<file path="config.mk">
export PLATFORM = sky130hd
export DESIGN_NAME = height_color_ramp_unit_flat
export DESIGN_NICKNAME = d
export VERILOG_FILES = /design/src/hcr_pkg.sv /design/src/hcr_if.sv /design/src/hcr_seg.sv /design/src/hcr_mix.sv /design/src/hcr_div_stage.sv /design/src/height_color_ramp_unit.sv /design/src/flat_wrapper.sv
export SDC_FILE = /design/constraint.sdc
export NUM_CORES = 2
export LEC_CHECK = 0
export BUFFER_PORTS_ARGS = -buffer_cell sky130_fd_sc_hd__buf_2
export CELL_PAD_IN_SITES_DETAIL_PLACEMENT = 1
export CELL_PAD_IN_SITES_GLOBAL_PLACEMENT = 1
export CORE_MARGIN = 3
export CORE_UTILIZATION = 40
export DETAILED_ROUTE_END_ITERATION = 8
export PLACE_DENSITY = 0.72
export SYNTH_ARGS = -nofsm -noshare
export SYNTH_HDL_FRONTEND = slang
export SYNTH_SLANG_ARGS = --single-unit
</file>
<file path="constraint.sdc">
create_clock -name clk_i -period 9.2 [get_ports clk_i]
set_input_delay 1.84 -clock clk_i [delete_from_list [all_inputs] [get_ports clk_i]]
set_output_delay 1.84 -clock clk_i [all_outputs]
set_load 0.05 [all_outputs]
</file>
<file path="src/hcr_pkg.sv">
`timescale 1ns / 1ps
package hcr_pkg;

  localparam int MaxStopsDef = 6;

  localparam int CfgIdxW = 3;
  localparam int CntW    = 3;
  localparam int StopW   = 40;
  localparam int PosW    = 8;
  localparam int ChanW   = 8;
  localparam int NumChan = 4;
  localparam int NumW    = 2 * ChanW;
  localparam int ColorW  = NumChan * ChanW;

  localparam int MinStops = 2;

  localparam logic [CfgIdxW-1:0] RegEnable   = CfgIdxW'(0);
  localparam logic [CfgIdxW-1:0] RegCount    = CfgIdxW'(1);
  localparam logic [CfgIdxW-1:0] RegStopZero = CfgIdxW'(2);

  localparam logic [CntW-1:0]  CountReset   = CntW'(2);
  localparam logic [StopW-1:0] StopOneReset = {StopW{1'b1}};

  // Channel 3 is red, channel 0 is alpha, matching the stop packing.
  typedef logic [NumChan-1:0][ChanW-1:0] color_t;

  typedef struct packed {
    color_t          lo_color;
    color_t          hi_color;
    logic [PosW-1:0] span;
    logic [PosW-1:0] offset;
  } seg_t;

  typedef struct packed {
    logic [NumChan-1:0][NumW-1:0] rem;
    color_t                       quo;
    logic [PosW-1:0]              span;
  } div_t;

endpackage

</file>
<file path="src/hcr_if.sv">
`timescale 1ns / 1ps
interface hcr_in_if;
  logic       valid;
  logic       ready;
  logic [7:0] height;

  modport source (output valid, output height, input ready);
  modport sink (input valid, input height, output ready);
endinterface

interface hcr_out_if;
  logic       valid;
  logic       ready;
  logic [7:0] red;
  logic [7:0] green;
  logic [7:0] blue;
  logic [7:0] alpha;

  modport source (output valid, output red, output green, output blue, output alpha,
                  input ready);
  modport sink (input valid, input red, input green, input blue, input alpha,
                output ready);
endinterface

interface hcr_cfg_if;
  logic        valid;
  logic        ready;
  logic [2:0]  index;
  logic [39:0] data;

  modport source (output valid, output index, output data, input ready);
  modport sink (input valid, input index, input data, output ready);
endinterface

</file>
<file path="src/hcr_seg.sv">
`timescale 1ns / 1ps
module hcr_seg
  import hcr_pkg::*;
#(
  parameter int MAX_STOPS = MaxStopsDef
) (
  input  logic             clk_i,
  input  logic             rst_ni,
  input  logic             enable_i,
  input  logic [CntW-1:0]  count_i,
  input  logic [StopW-1:0] stops_i [MAX_STOPS],
  input  logic             in_valid_i,
  output logic             in_ready_o,
  input  logic [PosW-1:0]  height_i,
  output logic             out_valid_o,
  input  logic             out_ready_i,
  output seg_t             out_o
);

  logic [PosW-1:0] pos [MAX_STOPS];
  color_t          col [MAX_STOPS];
  logic [CntW-1:0] n_eff;
  logic [CntW-1:0] last_idx;
  logic [PosW-1:0] last_pos;
  color_t          last_col;
  logic            found;
  seg_t            seg_d;
  seg_t            seg_q;
  logic            valid_q;

  always_comb begin
    for (int i = 0; i < MAX_STOPS; i++) begin
      pos[i] = stops_i[i][StopW-1 -: PosW];
      col[i] = stops_i[i][ColorW-1:0];
    end
    if (count_i < CntW'(MinStops)) begin
      n_eff = CntW'(MinStops);
    end else if (count_i > CntW'(MAX_STOPS)) begin
      n_eff = CntW'(MAX_STOPS);
    end else begin
      n_eff = count_i;
    end
    last_idx = n_eff - CntW'(1);
    last_pos = '0;
    last_col = '0;
    for (int i = 0; i < MAX_STOPS; i++) begin
      if (CntW'(i) == last_idx) begin
        last_pos = pos[i];
        last_col = col[i];
      end
    end
  end

  // A plain color is passed on as lo_color over a span of one, so the
  // interpolator returns it unchanged.
  always_comb begin
    found           = 1'b0;
    seg_d.lo_color  = '0;
    seg_d.hi_color  = '0;
    seg_d.span      = PosW'(1);
    seg_d.offset    = '0;
    if (!enable_i) begin
      seg_d.lo_color = '1;
    end else if (height_i <= pos[0]) begin
      seg_d.lo_color = col[0];
    end else if (height_i >= last_pos) begin
      seg_d.lo_color = last_col;
    end else begin
      for (int i = 0; i < MAX_STOPS - 1; i++) begin
        if (!found && (CntW'(i + 1) < n_eff) && (pos[i] <= height_i)
            && (height_i <= pos[i+1])) begin
          found = 1'b1;
          if (pos[i+1] == pos[i]) begin
            seg_d.lo_color = col[i+1];
          end else begin
            seg_d.lo_color = col[i];
            seg_d.hi_color = col[i+1];
            seg_d.span     = pos[i+1] - pos[i];
            seg_d.offset   = height_i - pos[i];
          end
        end
      end
    end
  end

  assign in_ready_o  = !valid_q || out_ready_i;
  assign out_valid_o = valid_q;
  assign out_o       = seg_q;

  always_ff @(posedge clk_i or negedge rst_ni) begin
    if (!rst_ni) begin
      valid_q <= 1'b0;
    end else if (in_ready_o) begin
      valid_q <= in_valid_i;
    end
  end

  always_ff @(posedge clk_i) begin
    if (in_ready_o && in_valid_i) begin
      seg_q <= seg_d;
    end
  end

endmodule

</file>
<file path="src/hcr_mix.sv">
`timescale 1ns / 1ps
module hcr_mix
  import hcr_pkg::*;
(
  input  logic clk_i,
  input  logic rst_ni,
  input  logic in_valid_i,
  output logic in_ready_o,
  input  seg_t in_i,
  output logic out_valid_o,
  input  logic out_ready_i,
  output div_t out_o
);

  logic [PosW-1:0] rest;
  logic [NumW-1:0] half;
  div_t            mix_d;
  div_t            mix_q;
  logic            valid_q;

  always_comb begin
    rest = in_i.span - in_i.offset;
    half = NumW'(in_i.span[PosW-1:1]);
    for (int c = 0; c < NumChan; c++) begin
      mix_d.rem[c] = NumW'(in_i.lo_color[c]) * NumW'(rest)
                   + NumW'(in_i.hi_color[c]) * NumW'(in_i.offset) + half;
    end
    mix_d.quo  = '0;
    mix_d.span = in_i.span;
  end

  assign in_ready_o  = !valid_q || out_ready_i;
  assign out_valid_o = valid_q;
  assign out_o       = mix_q;

  always_ff @(posedge clk_i or negedge rst_ni) begin
    if (!rst_ni) begin
      valid_q <= 1'b0;
    end else if (in_ready_o) begin
      valid_q <= in_valid_i;
    end
  end

  always_ff @(posedge clk_i) begin
    if (in_ready_o && in_valid_i) begin
      mix_q <= mix_d;
    end
  end

endmodule

</file>
<file path="src/hcr_div_stage.sv">
`timescale 1ns / 1ps
module hcr_div_stage
  import hcr_pkg::*;
#(
  parameter int STEP_HI = 7
) (
  input  logic clk_i,
  input  logic rst_ni,
  input  logic in_valid_i,
  output logic in_ready_o,
  input  div_t in_i,
  output logic out_valid_o,
  input  logic out_ready_i,
  output div_t out_o
);

  // Two restoring steps per stage; the quotient is known to fit in eight bits.
  div_t            div_d;
  div_t            div_q;
  logic [NumW-1:0] shifted;
  logic            valid_q;

  always_comb begin
    div_d   = in_i;
    shifted = '0;
    for (int j = 0; j < 2; j++) begin
      shifted = NumW'(in_i.span) << (STEP_HI - j);
      for (int c = 0; c < NumChan; c++) begin
        if (div_d.rem[c] >= shifted) begin
          div_d.rem[c]               = div_d.rem[c] - shifted;
          div_d.quo[c][STEP_HI - j]  = 1'b1;
        end
      end
    end
  end

  assign in_ready_o  = !valid_q || out_ready_i;
  assign out_valid_o = valid_q;
  assign out_o       = div_q;

  always_ff @(posedge clk_i or negedge rst_ni) begin
    if (!rst_ni) begin
      valid_q <= 1'b0;
    end else if (in_ready_o) begin
      valid_q <= in_valid_i;
    end
  end

  always_ff @(posedge clk_i) begin
    if (in_ready_o && in_valid_i) begin
      div_q <= div_d;
    end
  end

endmodule

</file>
<file path="src/height_color_ramp_unit.sv">
`timescale 1ns / 1ps
// Maps an 8-bit height to an RGBA color through a ramp of up to MAX_STOPS stops.
// The unit takes one item per cycle while the output is not stalled: one
// stage picks the segment, one forms the weighted sums, and four stages run a
// restoring divider two quotient bits at a time for all four channels at once.
// Every stage holds its own valid bit, so empty stages fill while the output
// is stalled. Configuration writes are taken in every cycle and must only be
// issued while no item is in flight.
module height_color_ramp_unit
  import hcr_pkg::*;
#(
  parameter int MAX_STOPS = MaxStopsDef
) (
  input  logic clk_i,
  input  logic rst_ni,
  hcr_cfg_if.sink   cfg_i,
  hcr_in_if.sink    in_i,
  hcr_out_if.source out_o
);

  localparam int NumDiv = ChanW / 2;

  logic             enable_q;
  logic [CntW-1:0]  count_q;
  logic [StopW-1:0] stop_q [MAX_STOPS];
  logic             cfg_we;

  seg_t seg;
  logic seg_valid;
  logic seg_ready;
  div_t stage [NumDiv+1];
  logic stage_valid [NumDiv+1];
  logic stage_ready [NumDiv+1];

  assign cfg_i.ready = 1'b1;
  assign cfg_we      = cfg_i.valid && cfg_i.ready;

  always_ff @(posedge clk_i or negedge rst_ni) begin
    if (!rst_ni) begin
      enable_q <= 1'b0;
      count_q  <= CountReset;
    end else if (cfg_we) begin
      if (cfg_i.index == RegEnable) begin
        enable_q <= cfg_i.data[0];
      end
      if (cfg_i.index == RegCount) begin
        count_q <= cfg_i.data[CntW-1:0];
      end
    end
  end

  for (genvar s = 0; s < MAX_STOPS; s++) begin : g_stop
    always_ff @(posedge clk_i or negedge rst_ni) begin
      if (!rst_ni) begin
        stop_q[s] <= (s == 1) ? StopOneReset : '0;
      end else if (cfg_we && (cfg_i.index == RegStopZero + CfgIdxW'(s))) begin
        stop_q[s] <= cfg_i.data;
      end
    end
  end

  hcr_seg #(
    .MAX_STOPS(MAX_STOPS)
  ) u_seg (
    .clk_i      (clk_i),
    .rst_ni     (rst_ni),
    .enable_i   (enable_q),
    .count_i    (count_q),
    .stops_i    (stop_q),
    .in_valid_i (in_i.valid),
    .in_ready_o (in_i.ready),
    .height_i   (in_i.height),
    .out_valid_o(seg_valid),
    .out_ready_i(seg_ready),
    .out_o      (seg)
  );

  hcr_mix u_mix (
    .clk_i      (clk_i),
    .rst_ni     (rst_ni),
    .in_valid_i (seg_valid),
    .in_ready_o (seg_ready),
    .in_i       (seg),
    .out_valid_o(stage_valid[0]),
    .out_ready_i(stage_ready[0]),
    .out_o      (stage[0])
  );

  for (genvar k = 0; k < NumDiv; k++) begin : g_div
    hcr_div_stage #(
      .STEP_HI(ChanW - 1 - 2 * k)
    ) u_div (
      .clk_i      (clk_i),
      .rst_ni     (rst_ni),
      .in_valid_i (stage_valid[k]),
      .in_ready_o (stage_ready[k]),
      .in_i       (stage[k]),
      .out_valid_o(stage_valid[k+1]),
      .out_ready_i(stage_ready[k+1]),
      .out_o      (stage[k+1])
    );
  end

  assign stage_ready[NumDiv] = out_o.ready;
  assign out_o.valid         = stage_valid[NumDiv];
  assign out_o.red           = stage[NumDiv].quo[3];
  assign out_o.green         = stage[NumDiv].quo[2];
  assign out_o.blue          = stage[NumDiv].quo[1];
  assign out_o.alpha         = stage[NumDiv].quo[0];

endmodule
</file>
<file path="src/flat_wrapper.sv">
// flat-port wrapper written by rule: the top's interface ports become plain ports
module height_color_ramp_unit_flat import hcr_pkg::*;
#(
  parameter int MAX_STOPS = MaxStopsDef
)
  (clk_i, rst_ni, cfg_i_valid, cfg_i_index, cfg_i_data, cfg_i_ready, in_i_valid, in_i_height, in_i_ready, out_o_valid, out_o_red, out_o_green, out_o_blue, out_o_alpha, out_o_ready);
  hcr_cfg_if cfg_i_i ();
  hcr_in_if in_i_i ();
  hcr_out_if out_o_i ();
  input  logic clk_i;
  input  logic rst_ni;
  input wire logic [$bits(cfg_i_i.valid)-1:0] cfg_i_valid;
  input wire logic [$bits(cfg_i_i.index)-1:0] cfg_i_index;
  input wire logic [$bits(cfg_i_i.data)-1:0] cfg_i_data;
  output wire logic [$bits(cfg_i_i.ready)-1:0] cfg_i_ready;
  input wire logic [$bits(in_i_i.valid)-1:0] in_i_valid;
  input wire logic [$bits(in_i_i.height)-1:0] in_i_height;
  output wire logic [$bits(in_i_i.ready)-1:0] in_i_ready;
  output wire logic [$bits(out_o_i.valid)-1:0] out_o_valid;
  output wire logic [$bits(out_o_i.red)-1:0] out_o_red;
  output wire logic [$bits(out_o_i.green)-1:0] out_o_green;
  output wire logic [$bits(out_o_i.blue)-1:0] out_o_blue;
  output wire logic [$bits(out_o_i.alpha)-1:0] out_o_alpha;
  input wire logic [$bits(out_o_i.ready)-1:0] out_o_ready;
  assign cfg_i_i.valid = cfg_i_valid;
  assign cfg_i_i.index = cfg_i_index;
  assign cfg_i_i.data = cfg_i_data;
  assign cfg_i_ready = cfg_i_i.ready;
  assign in_i_i.valid = in_i_valid;
  assign in_i_i.height = in_i_height;
  assign in_i_ready = in_i_i.ready;
  assign out_o_valid = out_o_i.valid;
  assign out_o_red = out_o_i.red;
  assign out_o_green = out_o_i.green;
  assign out_o_blue = out_o_i.blue;
  assign out_o_alpha = out_o_i.alpha;
  assign out_o_i.ready = out_o_ready;
  height_color_ramp_unit #(.MAX_STOPS(MAX_STOPS)) u_core (.clk_i(clk_i), .rst_ni(rst_ni), .cfg_i(cfg_i_i), .in_i(in_i_i), .out_o(out_o_i));
endmodule
</file>
==> metrics.sh <==
INITIAL_UTIL=0.405
ROUTE.DETAILED.WL_PER_INST_UM=22.9
WORSTMARGINPINSLEW_NS=1.20
CTS_MADE_BUFFERS=86
ROUTED-VIA-COUNT=51500
CTS_TREE='done'
MAX_CLOCK_FREQ_MHz=125
MAX_CAP_VIOLATIONS=0
CLK_LATENCY_NS=0.72
POST_SYNTH_INST_COUNT=6639
GPL.FINAL_WEIGHTED_CONGESTION=0.894
AREA_GROWTH_SYN_TO_LAYOUT_PCT=9.29
DIE_Y_UM=413
FINAL_CRITICAL_PERIOD_NS=8.03
WORST-PATH-MAX-FANOUT=20
GRT_USE_TOTAL=0.240
DRT_FIRST_ITER_VIOLATIONS=3341
YS.FLOP_TYPE='sky130_fd_sc_hd__edfxtp_1'
OUTCOME='completed'
CTS_ROOT_BUFFER='sky130_fd_sc_hd__clkbuf_16'
SYNTHESIS.AREA_UM2=66400
DIE_WIDTH_UM=413
PLACE_AREA_UM2=69700
WORST_SETUP_EP_TYPE='register'
NUMBER_OF_ROWS_CREATED_AT_FLOORPLAN=148
ANTENNA_FOUND_INITIAL=12
GRT.OVERFLOW.TOTAL=0
CLOCK_SINK_COUNT=698
IOPINCOUNT=91
SYNTH-SEQ-AREA-SHARE=0.298
SETUP_VIOL=0
FINAL_CELL_AREA_EXCLUDING_FILLER_CELLS_UM2=72500
LAYOUT-DRIVE-GT1-SHARE=0.125
LAYOUT.FILLER_CELLS=18400
NUMBER_OF_REMAINING_DRC_ERRORS=0
SLEW_HEADROOM=0.198
VIAS_IN_THE_FIRST_GLOBAL_ROUTE=56300
CRITICAL_PATH_DATA_ARRIVAL_TIME_NS=8.45
CP_DATA_REQUIRED_TIME_NS=9.62
WORST_HOLD_SLACK_NS=0.412
POSTSYNTHREGISTERBITS=698
CTS_HOLD_REPAIR.BUFFERS=0
LAYOUT_WORST_PATH_CYCLE_SHARE=0.873
SKEW_NS=0.0517
CORE_UM2=164000
WORSTHOLDPATHTYPE='register to register'
POST_CTS.REPAIR.SETUP_BUFFERS=0
TIMING_WORST_SETUP_PATH_TYPE='register to register'
POST_CTS.RESIZED_INSTANCES=0
MAX-CLOCK-PATH-BUFFERS=3
PLACEMENT.SETUP.WORST_SLACK_NS=1.18
POST_DP_HPWL_MM=152
GRT_SETUP_UNREPAIRED='no'
PLACEMENT.IO_BUFFERS=89
FP.DIEAREA_UM2=171000
HTREEDEPTH=3
SYNTH_CELL_TYPE_COUNT=95
DRT_PRE_ANTENNA_ITERS=9
POSTSYNTHNETCOUNT=7765
POSTSYNTH.ASYNCRESETSHARE=0.358
RESIDUAL_ANTENNA_VIOLATING_NET_COUNT_AFTER_DETAILED_ROUTING=0
SLEW_VIOLATIONS=0
TOTALNEGATIVESETUPSLACK_NS=0
SYNTH.AVG_CELL_AREA_UM2=10.0
HOLD_VIOLATION_TOTAL_FROM_THE_FINAL_REPORT=0
NUMBER_OF_FLOPS_MAPPED_TO_ENABLE_CELLS_BY_YOSYS=448
FINALWORSTSETUPSLACK_NS=1.17
TIMING.CRITICAL_PATH.FROM_TYPE='register'
POSTROUTEWIRELENGTH_MM=205
GRT_FIRST_PASS_WIRELENGTH_MM=322
SYNTH_WARNINGS=0
GRT_START_MAX_NET_PINS=80
AVGVIACOUNTPERCELL=5.76
CLK_TRANSITION_REPORTED_PATHS_NS=0.07
FINALNETCOUNT=7826
[placed cells by master, fill, tap and decap left out, types with 59 or more instances in the layout]
cell type,instances
sky130_fd_sc_hd__a21o_1,93
sky130_fd_sc_hd__a21oi_1,305
sky130_fd_sc_hd__a221oi_1,72
sky130_fd_sc_hd__a22oi_1,101
sky130_fd_sc_hd__and2_1,284
sky130_fd_sc_hd__buf_2,88
sky130_fd_sc_hd__buf_4,110
sky130_fd_sc_hd__clkbuf_16,87
sky130_fd_sc_hd__dfrtp_1,209
sky130_fd_sc_hd__edfxtp_1,448
sky130_fd_sc_hd__fa_1,451
sky130_fd_sc_hd__ha_1,619
sky130_fd_sc_hd__inv_1,836
sky130_fd_sc_hd__mux2_2,389
sky130_fd_sc_hd__mux2i_1,126
sky130_fd_sc_hd__nand2_1,401
sky130_fd_sc_hd__nand2b_1,92
sky130_fd_sc_hd__nand3_1,59
sky130_fd_sc_hd__nor2_1,312
sky130_fd_sc_hd__nor2b_1,91
sky130_fd_sc_hd__nor3_1,95
sky130_fd_sc_hd__o21a_1,64
sky130_fd_sc_hd__o21ai_0,278
sky130_fd_sc_hd__xnor2_1,190
sky130_fd_sc_hd__xor2_1,85
[synthesized netlist by cell type, types with 42 or more instances]
cell type                    n  area [µm²]
sky130_fd_sc_hd__a22oi_1   101         758
sky130_fd_sc_hd__o21a_1     64         480
sky130_fd_sc_hd__a221oi_1   72         631
sky130_fd_sc_hd__xor2_1     86         753
sky130_fd_sc_hd__ha_1      619        7740
sky130_fd_sc_hd__nor2b_1    94         588
sky130_fd_sc_hd__xnor2_1   192        1680
sky130_fd_sc_hd__nand2_1   402        1510
sky130_fd_sc_hd__o21ai_0   279        1400
sky130_fd_sc_hd__a31oi_1    51         319
sky130_fd_sc_hd__nand2b_1   92         576
sky130_fd_sc_hd__nand3_1    61         305
sky130_fd_sc_hd__clkbuf_1  191         717
sky130_fd_sc_hd__dfrtp_1   209        5230
sky130_fd_sc_hd__nor2_1    317        1190
sky130_fd_sc_hd__mux2i_1   126        1260
sky130_fd_sc_hd__nor3_1    104         521
sky130_fd_sc_hd__o22ai_1    42         263
sky130_fd_sc_hd__o211ai_1   44         330
sky130_fd_sc_hd__and2_1    288        1800
sky130_fd_sc_hd__inv_1     836        3140
sky130_fd_sc_hd__a21o_1     93         698
sky130_fd_sc_hd__mux2_2    389        4380
sky130_fd_sc_hd__a21oi_1   305        1530
sky130_fd_sc_hd__nand4_1    54         338
sky130_fd_sc_hd__fa_1      451        9030
sky130_fd_sc_hd__edfxtp_1  448       13500
[per-layer routing]
metal | vias to the layer above | GRT usage | share of wire
met2 | 1331 | 0.425 | 0.50
met3 | 462 | 0.0294 | 0.047
li1 | 23600 | - | -
met1 | 26100 | 0.296 | 0.41
met5 | - | 0 | 0.00025
met4 | 8 | 0.0947 | 0.041
[layout make-up]
type	count	area, µm²	area share
Multi-Input combinational cell	4878	42800	0.590
Sequential cell	698	19800	0.272
Inverter	837	3140	0.0433
Tap cell	2175	2720	0.0375
Clock buffer	106	2300	0.0317
Timing Repair Buffer	199	1280	0.0177
Clock inverter	52	533	0.00735
Antenna cell	7	17.5	0.000241
[metrics by stage]
stage          std cells  utilization
3_5_place_dp        8787        0.425
5_1_grt             8947        0.443
3_3_place_gp        8787        0.425
4_1_cts             8945        0.443
2_1_floorplan       6639            -
6_report            8952        0.443
[critical path, stage by stage, from the launching register on]
cell and delay, ns:
sky130_fd_sc_hd__edfxtp_1 0.55, sky130_fd_sc_hd__ha_1 0.36, sky130_fd_sc_hd__nor2b_1 0.15, sky130_fd_sc_hd__o21ai_0 0.23, sky130_fd_sc_hd__a21boi_0 0.17, sky130_fd_sc_hd__o21ai_0 0.26
sky130_fd_sc_hd__a21boi_0 0.19, sky130_fd_sc_hd__o21a_1 0.23, sky130_fd_sc_hd__o21ai_2 0.69, sky130_fd_sc_hd__nand3b_1 0.23, sky130_fd_sc_hd__fa_1 0.54, sky130_fd_sc_hd__fa_1 0.52
sky130_fd_sc_hd__inv_1 0.06, sky130_fd_sc_hd__fa_1 0.55, sky130_fd_sc_hd__fa_1 0.43, sky130_fd_sc_hd__fa_1 0.50, sky130_fd_sc_hd__inv_1 0.05, sky130_fd_sc_hd__fa_1 0.48
sky130_fd_sc_hd__inv_1 0.04, sky130_fd_sc_hd__ha_1 0.34, sky130_fd_sc_hd__nor2_1 0.07, sky130_fd_sc_hd__nor2_1 0.17, sky130_fd_sc_hd__nand2_1 0.11, sky130_fd_sc_hd__o2111a_1 0.30
sky130_fd_sc_hd__o31ai_1 0.26, sky130_fd_sc_hd__a21oi_1 0.12, sky130_fd_sc_hd__xnor2_1 0.14
[cells by family (layout without fill, tap and decap cells)]
| family | Yosys count | after routing | share of synthesized area |
|---|---|---|---|
| AO/OA/AOI/OAI | 1365 | 1365 | 0.137 |
| other | 1 | 8 | 0.0000565 |
| AND/OR/NAND/NOR | 1640 | 1640 | 0.128 |
| buffers and inverters | 1063 | 1194 | 0.0605 |
| flip-flops | 698 | 698 | 0.298 |
| XOR/XNOR | 278 | 278 | 0.0367 |
| adder cells (fa/ha/maj) | 1070 | 1070 | 0.253 |
| multiplexers | 524 | 524 | 0.0868 |
[sequential cells by signal, indices dropped and copies added (netlist names)]
register	flops
u_core.u_mix.out_valid_o	1
u_core.g_div.u_div.out_o	296
u_core.u_seg.out_valid_o	1
u_core.stop_q	240
u_core.u_mix.out_o	72
u_core.count_q	3
u_core.g_div.u_div.out_valid_o	4
u_core.enable_q	1
u_core.u_seg.out_o	80
[worst paths after layout]
kind,from,end,slack (ns),depth (start not counted)
worst max-delay path,u_core.u_seg.out_o[9],u_core.u_mix.out_o[103],1.17,26
worst min-delay path,u_core.g_div[2].u_div.out_o[14],u_core.g_div[3].u_div.out_o[14],0.41,0
worst max register to register,u_core.u_seg.out_o[9],u_core.u_mix.out_o[103],1.17,26
worst min register to register,u_core.g_div[2].u_div.out_o[14],u_core.g_div[3].u_div.out_o[14],0.41,0
max in group asynchronous,rst_ni,u_core.stop_q[14],6.72,2
min in group asynchronous,rst_ni,u_core.stop_q[143],1.10,1
Power is left out: the tool's default activity adds up to more than one toggle a clock period on the data nets, which glitch-free logic cannot reach.
